--- src/hw/rtl/clt_pkg.sv ---
// Package for the configuration line tokenizer: token modes, result kinds and
// the character codes the lexer recognizes. No dependencies.
package clt_pkg;

  typedef enum logic [3:0] {
    MODE_IDLE    = 4'b0001,
    MODE_WORD    = 4'b0010,
    MODE_QUOTE   = 4'b0100,
    MODE_COMMENT = 4'b1000
  } mode_t;

  typedef enum logic [2:0] {
    KIND_BYTE     = 3'd0,
    KIND_WORD     = 3'd1,
    KIND_NUMBER   = 3'd2,
    KIND_GENERIC  = 3'd3,
    KIND_COMMENT  = 3'd4,
    KIND_NEWLINE  = 3'd5,
    KIND_END      = 3'd6,
    KIND_BADQUOTE = 3'd7
  } kind_t;

  localparam int unsigned GEN_W      = 8;
  localparam int unsigned CFG_ADDR_W = 3;
  localparam int unsigned CFG_DATA_W = 32;

  // Register index, taken from the word address bit of the configuration port.
  localparam logic REG_GENERIC_VALUE = 1'b0;

  localparam logic [7:0] CH_TAB    = 8'h09;
  localparam logic [7:0] CH_LF     = 8'h0A;
  localparam logic [7:0] CH_VT     = 8'h0B;
  localparam logic [7:0] CH_FF     = 8'h0C;
  localparam logic [7:0] CH_CR     = 8'h0D;
  localparam logic [7:0] CH_SPACE  = 8'h20;
  localparam logic [7:0] CH_DQUOTE = 8'h22;
  localparam logic [7:0] CH_HASH   = 8'h23;
  localparam logic [7:0] CH_SQUOTE = 8'h27;
  localparam logic [7:0] CH_STAR   = 8'h2A;
  localparam logic [7:0] CH_ZERO   = 8'h30;
  localparam logic [7:0] CH_NINE   = 8'h39;

  function automatic logic is_blank(input logic [7:0] c);
    return (c == CH_SPACE) || (c == CH_TAB) || (c == CH_CR) || (c == CH_VT) ||
           (c == CH_FF);
  endfunction

endpackage

--- src/hw/rtl/config_line_tokenizer.sv ---
// Top level of the configuration line tokenizer: input register, lexer step,
// result queue and the configuration register. Uses clt_pkg, clt_lexer and
// clt_result_fifo.
//
//   Channel   Direction  Handshake             Payload
//   in_       input      in_valid / in_ready   in_char_byte, in_end_of_input
//   out_      output     out_valid / out_ready kind, text, number, position, length, last
//   APB       input      psel/penable/pready   generic_value at byte address 0
//
// An accepted byte is held in the input register while the lexer step works on
// it; its results are written to the result queue once the queue has room for
// both, and out_valid is driven from that queue.
// One item is taken per cycle while the result queue has room for two results;
// an item that yields two results costs two output transactions, so the
// sustained rate is one result per cycle on the output side while out_ready is high.
// Reset is synchronous; no clearing pass is needed after it.
module config_line_tokenizer #(
  parameter int POS_WIDTH = 16,
  parameter int NUM_WIDTH = 31
) (
  input  logic                           clk,
  input  logic                           rst_n,
  input  logic                           in_valid,
  output logic                           in_ready,
  input  logic [7:0]                     in_char_byte,
  input  logic                           in_end_of_input,
  output logic                           out_valid,
  input  logic                           out_ready,
  output logic [2:0]                     out_kind,
  output logic [7:0]                     out_text_byte,
  output logic [NUM_WIDTH-1:0]           out_number_value,
  output logic [POS_WIDTH-1:0]           out_start_line,
  output logic [POS_WIDTH-1:0]           out_start_column,
  output logic [POS_WIDTH-1:0]           out_token_length,
  output logic                           out_last,
  input  logic                           psel,
  input  logic                           penable,
  input  logic                           pwrite,
  input  logic [clt_pkg::CFG_ADDR_W-1:0] paddr,
  input  logic [clt_pkg::CFG_DATA_W-1:0] pwdata,
  output logic [clt_pkg::CFG_DATA_W-1:0] prdata,
  output logic                           pready
);

  import clt_pkg::*;

  localparam int RES_W      = 12 + NUM_WIDTH + 3 * POS_WIDTH;
  localparam int FIFO_DEPTH = 4;

  logic             stg_valid_r, stg_valid_nxt;
  logic [7:0]       stg_byte_r;
  logic             stg_eoi_r;
  logic             advance;
  logic             room2;
  logic [1:0]       res_cnt, push_cnt;
  logic [RES_W-1:0] res0, res1, head;
  logic [GEN_W-1:0] generic_r;
  logic             cfg_wr;
  logic             in_acc;

  assign pready = 1'b1;
  assign cfg_wr = psel && penable && pwrite && pready &&
                  (paddr[CFG_ADDR_W-1] == REG_GENERIC_VALUE);
  assign prdata = (paddr[CFG_ADDR_W-1] == REG_GENERIC_VALUE) ?
                  CFG_DATA_W'(generic_r) : '0;

  always_ff @(posedge clk) begin
    if (!rst_n) begin
      generic_r <= '0;
    end else if (cfg_wr) begin
      generic_r <= pwdata[GEN_W-1:0];
    end
  end

  // The held byte moves on only when the queue can take both of its results.
  assign advance  = stg_valid_r && room2;
  assign in_ready = !stg_valid_r || advance;
  assign in_acc   = in_valid && in_ready;
  assign stg_valid_nxt = in_acc || (stg_valid_r && !advance);
  assign push_cnt = advance ? res_cnt : 2'd0;

  always_ff @(posedge clk) begin
    if (!rst_n) begin
      stg_valid_r <= 1'b0;
    end else begin
      stg_valid_r <= stg_valid_nxt;
    end
  end

  always_ff @(posedge clk) begin
    if (in_acc) begin
      stg_byte_r <= in_char_byte;
      stg_eoi_r  <= in_end_of_input;
    end
  end

  clt_lexer #(
    .POS_WIDTH (POS_WIDTH),
    .NUM_WIDTH (NUM_WIDTH),
    .RES_W     (RES_W)
  ) u_lexer (
    .clk           (clk),
    .rst_n         (rst_n),
    .step_en       (advance),
    .char_byte     (stg_byte_r),
    .end_of_input  (stg_eoi_r),
    .generic_value (generic_r),
    .res_cnt       (res_cnt),
    .res0          (res0),
    .res1          (res1)
  );

  clt_result_fifo #(
    .WIDTH (RES_W),
    .DEPTH (FIFO_DEPTH)
  ) u_fifo (
    .clk       (clk),
    .rst_n     (rst_n),
    .push_cnt  (push_cnt),
    .push_d0   (res0),
    .push_d1   (res1),
    .room2     (room2),
    .pop_valid (out_valid),
    .pop_ready (out_ready),
    .pop_d     (head)
  );

  assign {out_kind, out_text_byte, out_number_value, out_start_line,
          out_start_column, out_token_length, out_last} = head;

endmodule

--- src/hw/rtl/clt_result_fifo.sv ---
// Small result queue for the tokenizer: up to two entries written per cycle,
// one read per cycle from the head. Depends on nothing.
module clt_result_fifo #(
  parameter int WIDTH = 64,
  parameter int DEPTH = 4
) (
  input  logic             clk,
  input  logic             rst_n,
  input  logic [1:0]       push_cnt,
  input  logic [WIDTH-1:0] push_d0,
  input  logic [WIDTH-1:0] push_d1,
  output logic             room2,
  output logic             pop_valid,
  input  logic             pop_ready,
  output logic [WIDTH-1:0] pop_d
);

  localparam int PTR_W = $clog2(DEPTH);
  localparam int CNT_W = PTR_W + 1;

  logic [WIDTH-1:0] mem_r [DEPTH];
  logic [PTR_W-1:0] head_r, head_nxt;
  logic [PTR_W-1:0] tail_r, tail_nxt;
  logic [PTR_W-1:0] tail_p1;
  logic [CNT_W-1:0] count_r, count_nxt;
  logic             pop;

  assign pop       = pop_valid && pop_ready;
  assign pop_valid = (count_r != '0);
  assign pop_d     = mem_r[head_r];
  assign room2     = (count_r <= CNT_W'(DEPTH - 2));
  assign tail_p1   = tail_r + PTR_W'(1);

  always_comb begin
    head_nxt  = pop ? head_r + PTR_W'(1) : head_r;
    tail_nxt  = tail_r + PTR_W'(push_cnt);
    count_nxt = count_r + CNT_W'(push_cnt) - CNT_W'(pop);
  end

  always_ff @(posedge clk) begin
    if (!rst_n) begin
      head_r  <= '0;
      tail_r  <= '0;
      count_r <= '0;
    end else begin
      head_r  <= head_nxt;
      tail_r  <= tail_nxt;
      count_r <= count_nxt;
    end
  end

  always_ff @(posedge clk) begin
    if (push_cnt != 2'd0) begin
      mem_r[tail_r] <= push_d0;
    end
    if (push_cnt == 2'd2) begin
      mem_r[tail_p1] <= push_d1;
    end
  end

endmodule

--- src/hw/rtl/clt_lexer.sv ---
// Lexer state and per-byte step logic: mode, position counters, token
// bookkeeping and the digit accumulator. Uses clt_pkg.
module clt_lexer #(
  parameter int POS_WIDTH = 16,
  parameter int NUM_WIDTH = 31,
  parameter int RES_W     = 12 + NUM_WIDTH + 3 * POS_WIDTH
) (
  input  logic                     clk,
  input  logic                     rst_n,
  input  logic                     step_en,
  input  logic [7:0]               char_byte,
  input  logic                     end_of_input,
  input  logic [clt_pkg::GEN_W-1:0] generic_value,
  output logic [1:0]               res_cnt,
  output logic [RES_W-1:0]         res0,
  output logic [RES_W-1:0]         res1
);

  import clt_pkg::*;

  typedef logic [POS_WIDTH-1:0] pos_t;
  typedef logic [NUM_WIDTH-1:0] num_t;

  mode_t mode_r, mode_nxt;
  logic  quote_dbl_r, quote_dbl_nxt;
  pos_t  cur_line_r, cur_line_nxt;
  pos_t  cur_col_r, cur_col_nxt;
  pos_t  tok_line_r, tok_line_nxt;
  pos_t  tok_col_r, tok_col_nxt;
  pos_t  tok_len_r, tok_len_nxt;
  num_t  accum_r, accum_nxt;
  logic  all_digits_r, all_digits_nxt;
  logic  starts_star_r, starts_star_nxt;

  // Token base: a fresh token when idle, else the token in progress.
  pos_t  col_v;
  pos_t  base_line, base_col, base_len;
  num_t  base_acc;
  logic  base_alld, base_star;
  logic  is_digit;
  logic [NUM_WIDTH+3:0] acc_ext;
  num_t  acc_add;

  logic  do_body, do_start;
  logic  is_lf, is_cr, blank, quote_hit;

  logic  p_valid, s_valid;
  kind_t p_kind, s_kind, word_kind;
  num_t  p_num, word_num;
  pos_t  p_line, p_col, p_len;
  logic [7:0] p_text;

  function automatic pos_t pos_inc(input pos_t v);
    return (&v) ? v : v + pos_t'(1);
  endfunction

  function automatic logic [RES_W-1:0] pack(input kind_t k, input logic [7:0] t,
                                             input num_t n, input pos_t l,
                                             input pos_t c, input pos_t len,
                                             input logic lst);
    return {k, t, n, l, c, len, lst};
  endfunction

  assign col_v     = pos_inc(cur_col_r);
  assign is_lf     = (char_byte == CH_LF);
  assign is_cr     = (char_byte == CH_CR);
  assign blank     = is_blank(char_byte);
  assign quote_hit = (char_byte == (quote_dbl_r ? CH_DQUOTE : CH_SQUOTE));
  assign is_digit  = (char_byte inside {[CH_ZERO:CH_NINE]});

  always_comb begin
    if (mode_r == MODE_IDLE) begin
      base_line = cur_line_r;
      base_col  = col_v;
      base_len  = '0;
      base_acc  = '0;
      base_alld = 1'b1;
      base_star = (char_byte == CH_STAR);
    end else begin
      base_line = tok_line_r;
      base_col  = tok_col_r;
      base_len  = tok_len_r;
      base_acc  = accum_r;
      base_alld = all_digits_r;
      base_star = starts_star_r;
    end
  end

  // Multiply by ten as two shifts and an add, add the digit, then saturate.
  always_comb begin
    acc_ext = ({4'b0000, base_acc} << 3) + ({4'b0000, base_acc} << 1) +
              (NUM_WIDTH + 4)'(char_byte[3:0]);
    acc_add = (|acc_ext[NUM_WIDTH+3:NUM_WIDTH]) ? '1 : acc_ext[NUM_WIDTH-1:0];
  end

  always_comb begin
    if (starts_star_r && (tok_len_r == pos_t'(1))) begin
      word_kind = KIND_GENERIC;
      word_num  = num_t'(generic_value);
    end else if (all_digits_r && !starts_star_r) begin
      word_kind = KIND_NUMBER;
      word_num  = accum_r;
    end else begin
      word_kind = KIND_WORD;
      word_num  = '0;
    end
  end

  always_comb begin
    mode_nxt        = mode_r;
    quote_dbl_nxt   = quote_dbl_r;
    cur_line_nxt    = cur_line_r;
    cur_col_nxt     = cur_col_r;
    tok_line_nxt    = tok_line_r;
    tok_col_nxt     = tok_col_r;
    tok_len_nxt     = tok_len_r;
    accum_nxt       = accum_r;
    all_digits_nxt  = all_digits_r;
    starts_star_nxt = starts_star_r;
    do_body  = 1'b0;
    do_start = 1'b0;
    p_valid  = 1'b0;
    p_kind   = KIND_BYTE;
    p_text   = '0;
    p_num    = '0;
    p_line   = tok_line_r;
    p_col    = tok_col_r;
    p_len    = tok_len_r;
    s_valid  = 1'b0;
    s_kind   = KIND_NEWLINE;

    if (end_of_input) begin
      s_valid = 1'b1;
      s_kind  = KIND_END;
      case (mode_r)
        MODE_WORD: begin
          p_valid = 1'b1;
          p_kind  = word_kind;
          p_num   = word_num;
        end
        MODE_QUOTE: begin
          p_valid = 1'b1;
          p_kind  = KIND_BADQUOTE;
        end
        MODE_COMMENT: begin
          p_valid = 1'b1;
          p_kind  = KIND_COMMENT;
        end
        default: begin
        end
      endcase
      mode_nxt     = MODE_IDLE;
      cur_line_nxt = pos_t'(1);
      cur_col_nxt  = '0;
    end else begin
      if (is_lf) begin
        cur_line_nxt = pos_inc(cur_line_r);
        cur_col_nxt  = '0;
      end else if (!is_cr) begin
        cur_col_nxt = col_v;
      end
      // Every newline byte ends in idle mode and reports its own result.
      s_valid = is_lf;

      case (mode_r)
        MODE_WORD: begin
          if (is_lf || blank) begin
            p_valid  = 1'b1;
            p_kind   = word_kind;
            p_num    = word_num;
            mode_nxt = MODE_IDLE;
          end else begin
            do_body = 1'b1;
          end
        end
        MODE_QUOTE: begin
          if (quote_hit) begin
            p_valid  = 1'b1;
            p_kind   = KIND_WORD;
            mode_nxt = MODE_IDLE;
          end else if (is_lf || is_cr) begin
            p_valid  = 1'b1;
            p_kind   = KIND_BADQUOTE;
            mode_nxt = MODE_IDLE;
          end else begin
            do_body = 1'b1;
          end
        end
        MODE_COMMENT: begin
          if (is_lf) begin
            p_valid  = 1'b1;
            p_kind   = KIND_COMMENT;
            mode_nxt = MODE_IDLE;
          end else begin
            do_body = 1'b1;
          end
        end
        default: begin
          if (char_byte == CH_HASH) begin
            do_start = 1'b1;
            mode_nxt = MODE_COMMENT;
          end else if ((char_byte == CH_SQUOTE) || (char_byte == CH_DQUOTE)) begin
            do_start      = 1'b1;
            quote_dbl_nxt = (char_byte == CH_DQUOTE);
            mode_nxt      = MODE_QUOTE;
          end else if (!is_lf && !blank) begin
            do_body  = 1'b1;
            mode_nxt = MODE_WORD;
          end
        end
      endcase

      if (do_start) begin
        tok_line_nxt    = base_line;
        tok_col_nxt     = base_col;
        tok_len_nxt     = '0;
        accum_nxt       = '0;
        all_digits_nxt  = 1'b1;
        starts_star_nxt = 1'b0;
      end
      if (do_body) begin
        tok_line_nxt    = base_line;
        tok_col_nxt     = base_col;
        tok_len_nxt     = pos_inc(base_len);
        accum_nxt       = is_digit ? acc_add : base_acc;
        all_digits_nxt  = base_alld && is_digit;
        starts_star_nxt = base_star;
        p_valid         = 1'b1;
        p_kind          = KIND_BYTE;
        p_text          = char_byte;
        p_line          = base_line;
        p_col           = base_col;
        p_len           = '0;
      end
    end
  end

  always_comb begin
    res_cnt = {1'b0, p_valid} + {1'b0, s_valid};
    res1    = pack(s_kind, 8'h00, '0, cur_line_r, col_v, '0, 1'b1);
    if (p_valid) begin
      res0 = pack(p_kind, p_text, p_num, p_line, p_col, p_len, !s_valid);
    end else begin
      res0 = res1;
    end
  end

  always_ff @(posedge clk) begin
    if (!rst_n) begin
      mode_r        <= MODE_IDLE;
      quote_dbl_r   <= 1'b0;
      cur_line_r    <= pos_t'(1);
      cur_col_r     <= '0;
      tok_line_r    <= pos_t'(1);
      tok_col_r     <= pos_t'(1);
      tok_len_r     <= '0;
      accum_r       <= '0;
      all_digits_r  <= 1'b1;
      starts_star_r <= 1'b0;
    end else if (step_en) begin
      mode_r        <= mode_nxt;
      quote_dbl_r   <= quote_dbl_nxt;
      cur_line_r    <= cur_line_nxt;
      cur_col_r     <= cur_col_nxt;
      tok_line_r    <= tok_line_nxt;
      tok_col_r     <= tok_col_nxt;
      tok_len_r     <= tok_len_nxt;
      accum_r       <= accum_nxt;
      all_digits_r  <= all_digits_nxt;
      starts_star_r <= starts_star_nxt;
    end
  end

endmodule

--- config.mk ---
export PLATFORM = sky130hd
export DESIGN_NAME = config_line_tokenizer
export DESIGN_NICKNAME = d
export VERILOG_FILES = /design/src/hw/rtl/clt_pkg.sv /design/src/hw/rtl/config_line_tokenizer.sv /design/src/hw/rtl/clt_result_fifo.sv /design/src/hw/rtl/clt_lexer.sv
export SDC_FILE = /design/constraint.sdc
export NUM_CORES = 1
export LEC_CHECK = 0
export BUFFER_PORTS_ARGS = -buffer_cell sky130_fd_sc_hd__buf_4
export CORE_ASPECT_RATIO = 0.8
export CORE_UTILIZATION = 65
export DETAILED_ROUTE_END_ITERATION = 8
export PLACE_DENSITY = 0.84
export SLEW_MARGIN = 5
export SYNTH_ARGS = -nofsm -noshare
export SYNTH_HDL_FRONTEND = slang
export SYNTH_SLANG_ARGS = --single-unit
--- constraint.sdc ---
create_clock -name clk -period 9.6 [get_ports clk]
set_input_delay 2.88 -clock clk [delete_from_list [all_inputs] [get_ports clk]]
set_output_delay 2.88 -clock clk [all_outputs]
set_load 0.1 [all_outputs]
Word level (Yosys, flattened, before mapping)
Memory sizes are Yosys's and may differ from the RTL's. A register that Yosys moved wholly into a read port is not among the register bits.
Index checks and enable logic that the tools add are counted.
{"block": "word_totals", "elab_cells": 196, "ram_bits": 364, "regBits": 143, "in_bits": 51, "mem_count": 1, "output_inout_bits": 126}
{"block": "op_classes", "order_cmp": 3, "bitwise": 4, "n_mux": 94, "add_sub_neg": 11, "n_eq_ne": 23, "reduce_logical": 43}
{"memory": "u_fifo.mem_r", "depth": 4, "width": 91, "read_ports": 1, "rd_clocked_by_memory_dff": 1, "wr": 2, "line": "clt_result_fifo.sv:21", "text": "logic [WIDTH-1:0] mem_r [DEPTH];"}
{"cell": "$mux W16", "n": 23}
{"cell": "$mux W31", "n": 11}
{"cell": "$mux W91", "n": 1}
{"cell": "$add A16 B1 Y16 const B", "n": 3}
{"cell": "$reduce_and A16 Y1", "n": 3}
{"cell": "$eq A8 B4 Y1 const B", "n": 5}
{"cell": "$eq A8 B6 Y1 const B", "n": 5}
{"cell": "$add A34 B32 Y35", "n": 1}
{"cell": "$add A35 B4 Y35", "n": 1}
{"cell": "$mux W4", "n": 8}
{"cell": "$mux W1", "n": 30}
{"cell": "$mux W3", "n": 8}
{"cell": "$mux W8", "n": 3}
{"cell": "$pmux W3 S3", "n": 2}
{"cell": "$eq A16 B1 Y1 const B", "n": 1}
{"cell": "$logic_and A1 B1 Y1", "n": 12}
{"cell": "$pmux W4 S3", "n": 1}
{"cell": "$mux W2", "n": 5}
{"cell": "$reduce_and A5 Y1", "n": 2}
{"cell": "$logic_or A1 B1 Y1", "n": 9}
{"cell": "$ne A3 B2 Y1 const B", "n": 3}
{"cell": "$eq A8 B8 Y1", "n": 1}
{"cell": "$ge A8 B6 Y1 const B", "n": 1}
{"cell": "$le A8 B6 Y1 const B", "n": 1}
{"cell": "other kinds (25)", "n": 38}

Longest topological paths before layout
{"block": "logic_depth", "depth_word": 19, "depth_mapped": 20, "mapped_depth_nobuf": 15}

Hierarchy
Synthesis repeated with hierarchy kept, for this count alone.
{"block": "unflattened", "cells_unflattened": 2287, "area_unflattened_um2": 28506.1}
{"mod": "clt_result_fifo", "cells_per_inst": 928, "area_each_um2": 18019.8, "seq_area_each_um2": 11110.7, "instances": 1}
{"mod": "clt_lexer", "cells_per_inst": 1271, "area_each_um2": 9556.7, "seq_area_each_um2": 2362.3, "instances": 1}
{"mod": "config_line_tokenizer", "cells_per_inst": 88, "area_each_um2": 929.6, "seq_area_each_um2": 450.4, "instances": 1}

Least setup slack after synthesis
No wires, ideal clock.
{"block": "synth_timing", "path_kind": "input port to output port", "start": "input port paddr[2] (netlist name)", "end": "output port prdata[0] (netlist name)", "arrival_time_ns": 4.215, "setup_slack_ns": 2.505, "t_required_ns": 6.720, "path_stages": 1, "path_buffers": 0, "path_cell_list": "nor2b_1"}
{"block": "synth_via", "elab_chain_len": 1}
{"item": "start, declared", "line": "config_line_tokenizer.sv:39", "text": "input logic [clt_pkg::CFG_ADDR_W-1:0] paddr,"}
{"item": "$mux W8", "line": "config_line_tokenizer.sv:64", "text": "assign prdata = (paddr[CFG_ADDR_W-1] == REG_GENERIC_VALUE) ?"}
{"item": "end, declared", "line": "config_line_tokenizer.sv:41", "text": "output logic [clt_pkg::CFG_DATA_W-1:0] prdata,"}
No other way between the ends.

Worst setup path after layout
{"block": "layout_timing", "start": "input port paddr[2] (netlist name)", "end": "output port prdata[3] (netlist name)"}
The elaborated chain is that of the path after synthesis.

==> metrics <==
status=finished, violations left; failing checks=DRC; Synth Area per Inst=9.81 um2; Synth cell types=83; average wire per standard cell=22.3 um; die area=0.0388 mm2; placed cell count=2973; first-pass GRT wire length=107 mm; ant diodes=0; grt ovf=0; RD Place Congestion=0.943; WP data required=6.72 ns; fmax=158 MHz; commonest non-fill, non-tap cell in the layout=nand2_1; post-cts resize count=0; final worst-path cycle share=66.0%; Netlist Area Pre-Place=0.0247 mm2; skew final=0.0128 ns; Synth Warn #=0; clk slew on worst S/H paths=0.06 ns; most used cell, CP=buf_4; filler instances=2564; Die Width=220 um; ANT nets after route=0; Layout Cells excl Fill=3057; CTS Sinks=509; nets=2658; CP Data Arrival Time=3.46 ns; number of flops mapped to enable cells by yosys=145; Power Density=207 mW/mm2; CTS Buf Count=47; sequential area share after synthesis=47.1%; Die Ht=176 um; Final setup viols=0; Clock Latency Late Sink=0.57 ns; CP Capture Type=output port; share of cells above drive strength 1=14.4%; synthesized flop and latch total=509; Worst-Margin Slew=1.46 ns; Initial Utilization=66.3%; Max Root-Sink Buffers=3; cell count after synthesis=2519; # DRC=10; H-tree levels=2; Ports=177; RSZ-0062 raised after global routing=no; CP Max Fanout=10; Setup CP Type=in -> out; largest net degree at the start of global routing=82; total power=0.00563 W; setup TNS=0 ns; final hold violation count=0; crit path cell chain=buf_4 > nor2b_1 > buf_4; FFs w/ async S/R, synth=0%; fin crit period=6.34 ns; Hold/Removal Path Class=reg -> reg; most frequent cells in the layout=nand2_1, dfxtp_1, o21ai_0, nor2_1, buf_4; WL final=68.1 mm; CP startpoint kind=primary input; synthesis-to-layout area growth=10.2%; r2r worst-path depth=16; CTS Hold Bufs=0; VDD IR max=0.000341 V; ys flop type=dfxtp_1; post-CTS setup buffers=0; Slew Viols, Final=0; CTS tree=yes; Root Driver=clkbuf_16; vias in the first global route=19500; leakage power=9.80 nW; Pre-antenna DRT Iters=8; max-cap violations=0; Site Rows=63; hold_ws=0.445 ns; vias per inst=6.74; Port-buffer cells=125; delay of the slowest cell on the worst path=0.30 ns; Post-DP HPWL=43.2 mm; hold path depth=2; core box area=0.0373 mm2; GRT Total Usage=34.9%; critical-path cell with the highest stage delay=buf_4; Rel. slew slack=2.73%; initial antenna violation count=0; DR iter-0 viols=2793; Util after Layout=73.0%; Vias=20600
## final cells by class
cell class | count | area [um2] | share of cell area, %
inverter | 29 | 109 | 0.400
multi-input combinational | 1794 | 12200 | 44.9
clock buffer | 65 | 1340 | 4.90
sequential | 509 | 11600 | 42.8
timing repair buffer | 154 | 1160 | 4.25
tap | 487 | 609 | 2.24
clock inverter | 19 | 140 | 0.515
## through the flow
step                      cell area [um2]  worst slack (ns)
after floorplan                     24800              2.50
after global placement              25800              3.27
after detailed placement            25800              3.27
after CTS                           27200              3.26
after global routing                27200              3.20
final                               27200              3.26
## worst max-delay path, delay by kind of cell
family	cells	cell delay [ns]
buf+inv	2	0.44
simple gates	1	0.12
## logic make-up (layout without fill, tap and decap cells)
logic type,count (synthesis),in the layout,share of synthesized area (%)
AO/OA/AOI/OAI,689,689,18.4
XOR/XNOR,53,53,1.88
adder cells (fa/ha/maj),72,72,3.71
buffers and inverters,239,267,4.18
flip-flops,509,509,47.1
multiplexers,113,113,9.22
other,2,25,0.0304
AND/OR/NAND/NOR,842,842,15.5
## metal layers
layer / vias up / part of all wire (%) / global-route usage, % / wire length, um
met2: 1322 / 44 / 51.7 / 29700
met3: 154 / 12 / 7.41 / 8160
met5: - / 0 / 0 / 0
li1: 9208 / - / - / -
met4: 0 / 2.5 / 10.9 / 1700
met1: 9909 / 42 / 51.2 / 28600
## path summary, 6_finish.rpt
kind                       startpoint                   to  slack, ns
setup / recovery             paddr[2]            prdata[3]       3.26
setup reg to reg        stg_byte_r[3]   u_fifo.mem_r[0][0]       3.44
hold reg to reg   u_fifo.mem_r[1][67]  u_fifo.mem_r[1][67]       0.44
hold / removal    u_fifo.mem_r[1][67]  u_fifo.mem_r[1][67]       0.44
## synthesized netlist by cell type, drive strengths merged (4+ instances only)
cell type	n	area, um2
nor4b	5	43.8
a21o	17	128
and2	46	288
nor3b	4	30.0
a211oi	22	170
nand2b	7	43.8
mux4	91	2050
nand2	398	1490
nor3	28	140
and3	15	93.8
a22o	132	1160
xor2	31	272
o211ai	6	45.0
a41oi	8	70.1
dfxtp	364	7290
o21bai	5	37.5
xnor2	22	193
o2111ai	4	35.0
buf	59	357
a32o	32	320
o21ai	262	1320
clkbuf	151	568
ha	70	876
nor2	196	802
nor2b	18	113
or2	7	43.8
nand4	32	200
nand3	47	235
o22ai	11	68.8
inv	29	109
edfxtp	145	4350
or4	4	30.0
a21oi	127	647
or3	10	62.6
o21a	16	120
mux2i	19	194
nor4	9	56.3
and4	6	52.6
or4b	4	40.0
a31o	4	35.0
a31oi	9	56.3
## where the power goes
part | internal (W) | switching, W
sequential | 0.00230 | 0.000124
clock | 0.00100 | 0.000811
combinational | 0.000372 | 0.00102
## flip-flops by register name, summed over array words and instances, names as in the netlist, 2 cells and up, named ones only
name	count
u_fifo.head_r	2
u_fifo.mem_r	364
u_lexer.mode_r	4
generic_r	8
u_lexer.cur_line_r	16
u_fifo.tail_r	2
u_lexer.tok_len_r	16
u_lexer.tok_col_r	16
u_fifo.count_r	3
u_lexer.cur_col_r	16
stg_byte_r	8
u_lexer.tok_line_r	16
u_lexer.accum_r	31
Note: power is estimated with default switching activity, not from simulation.
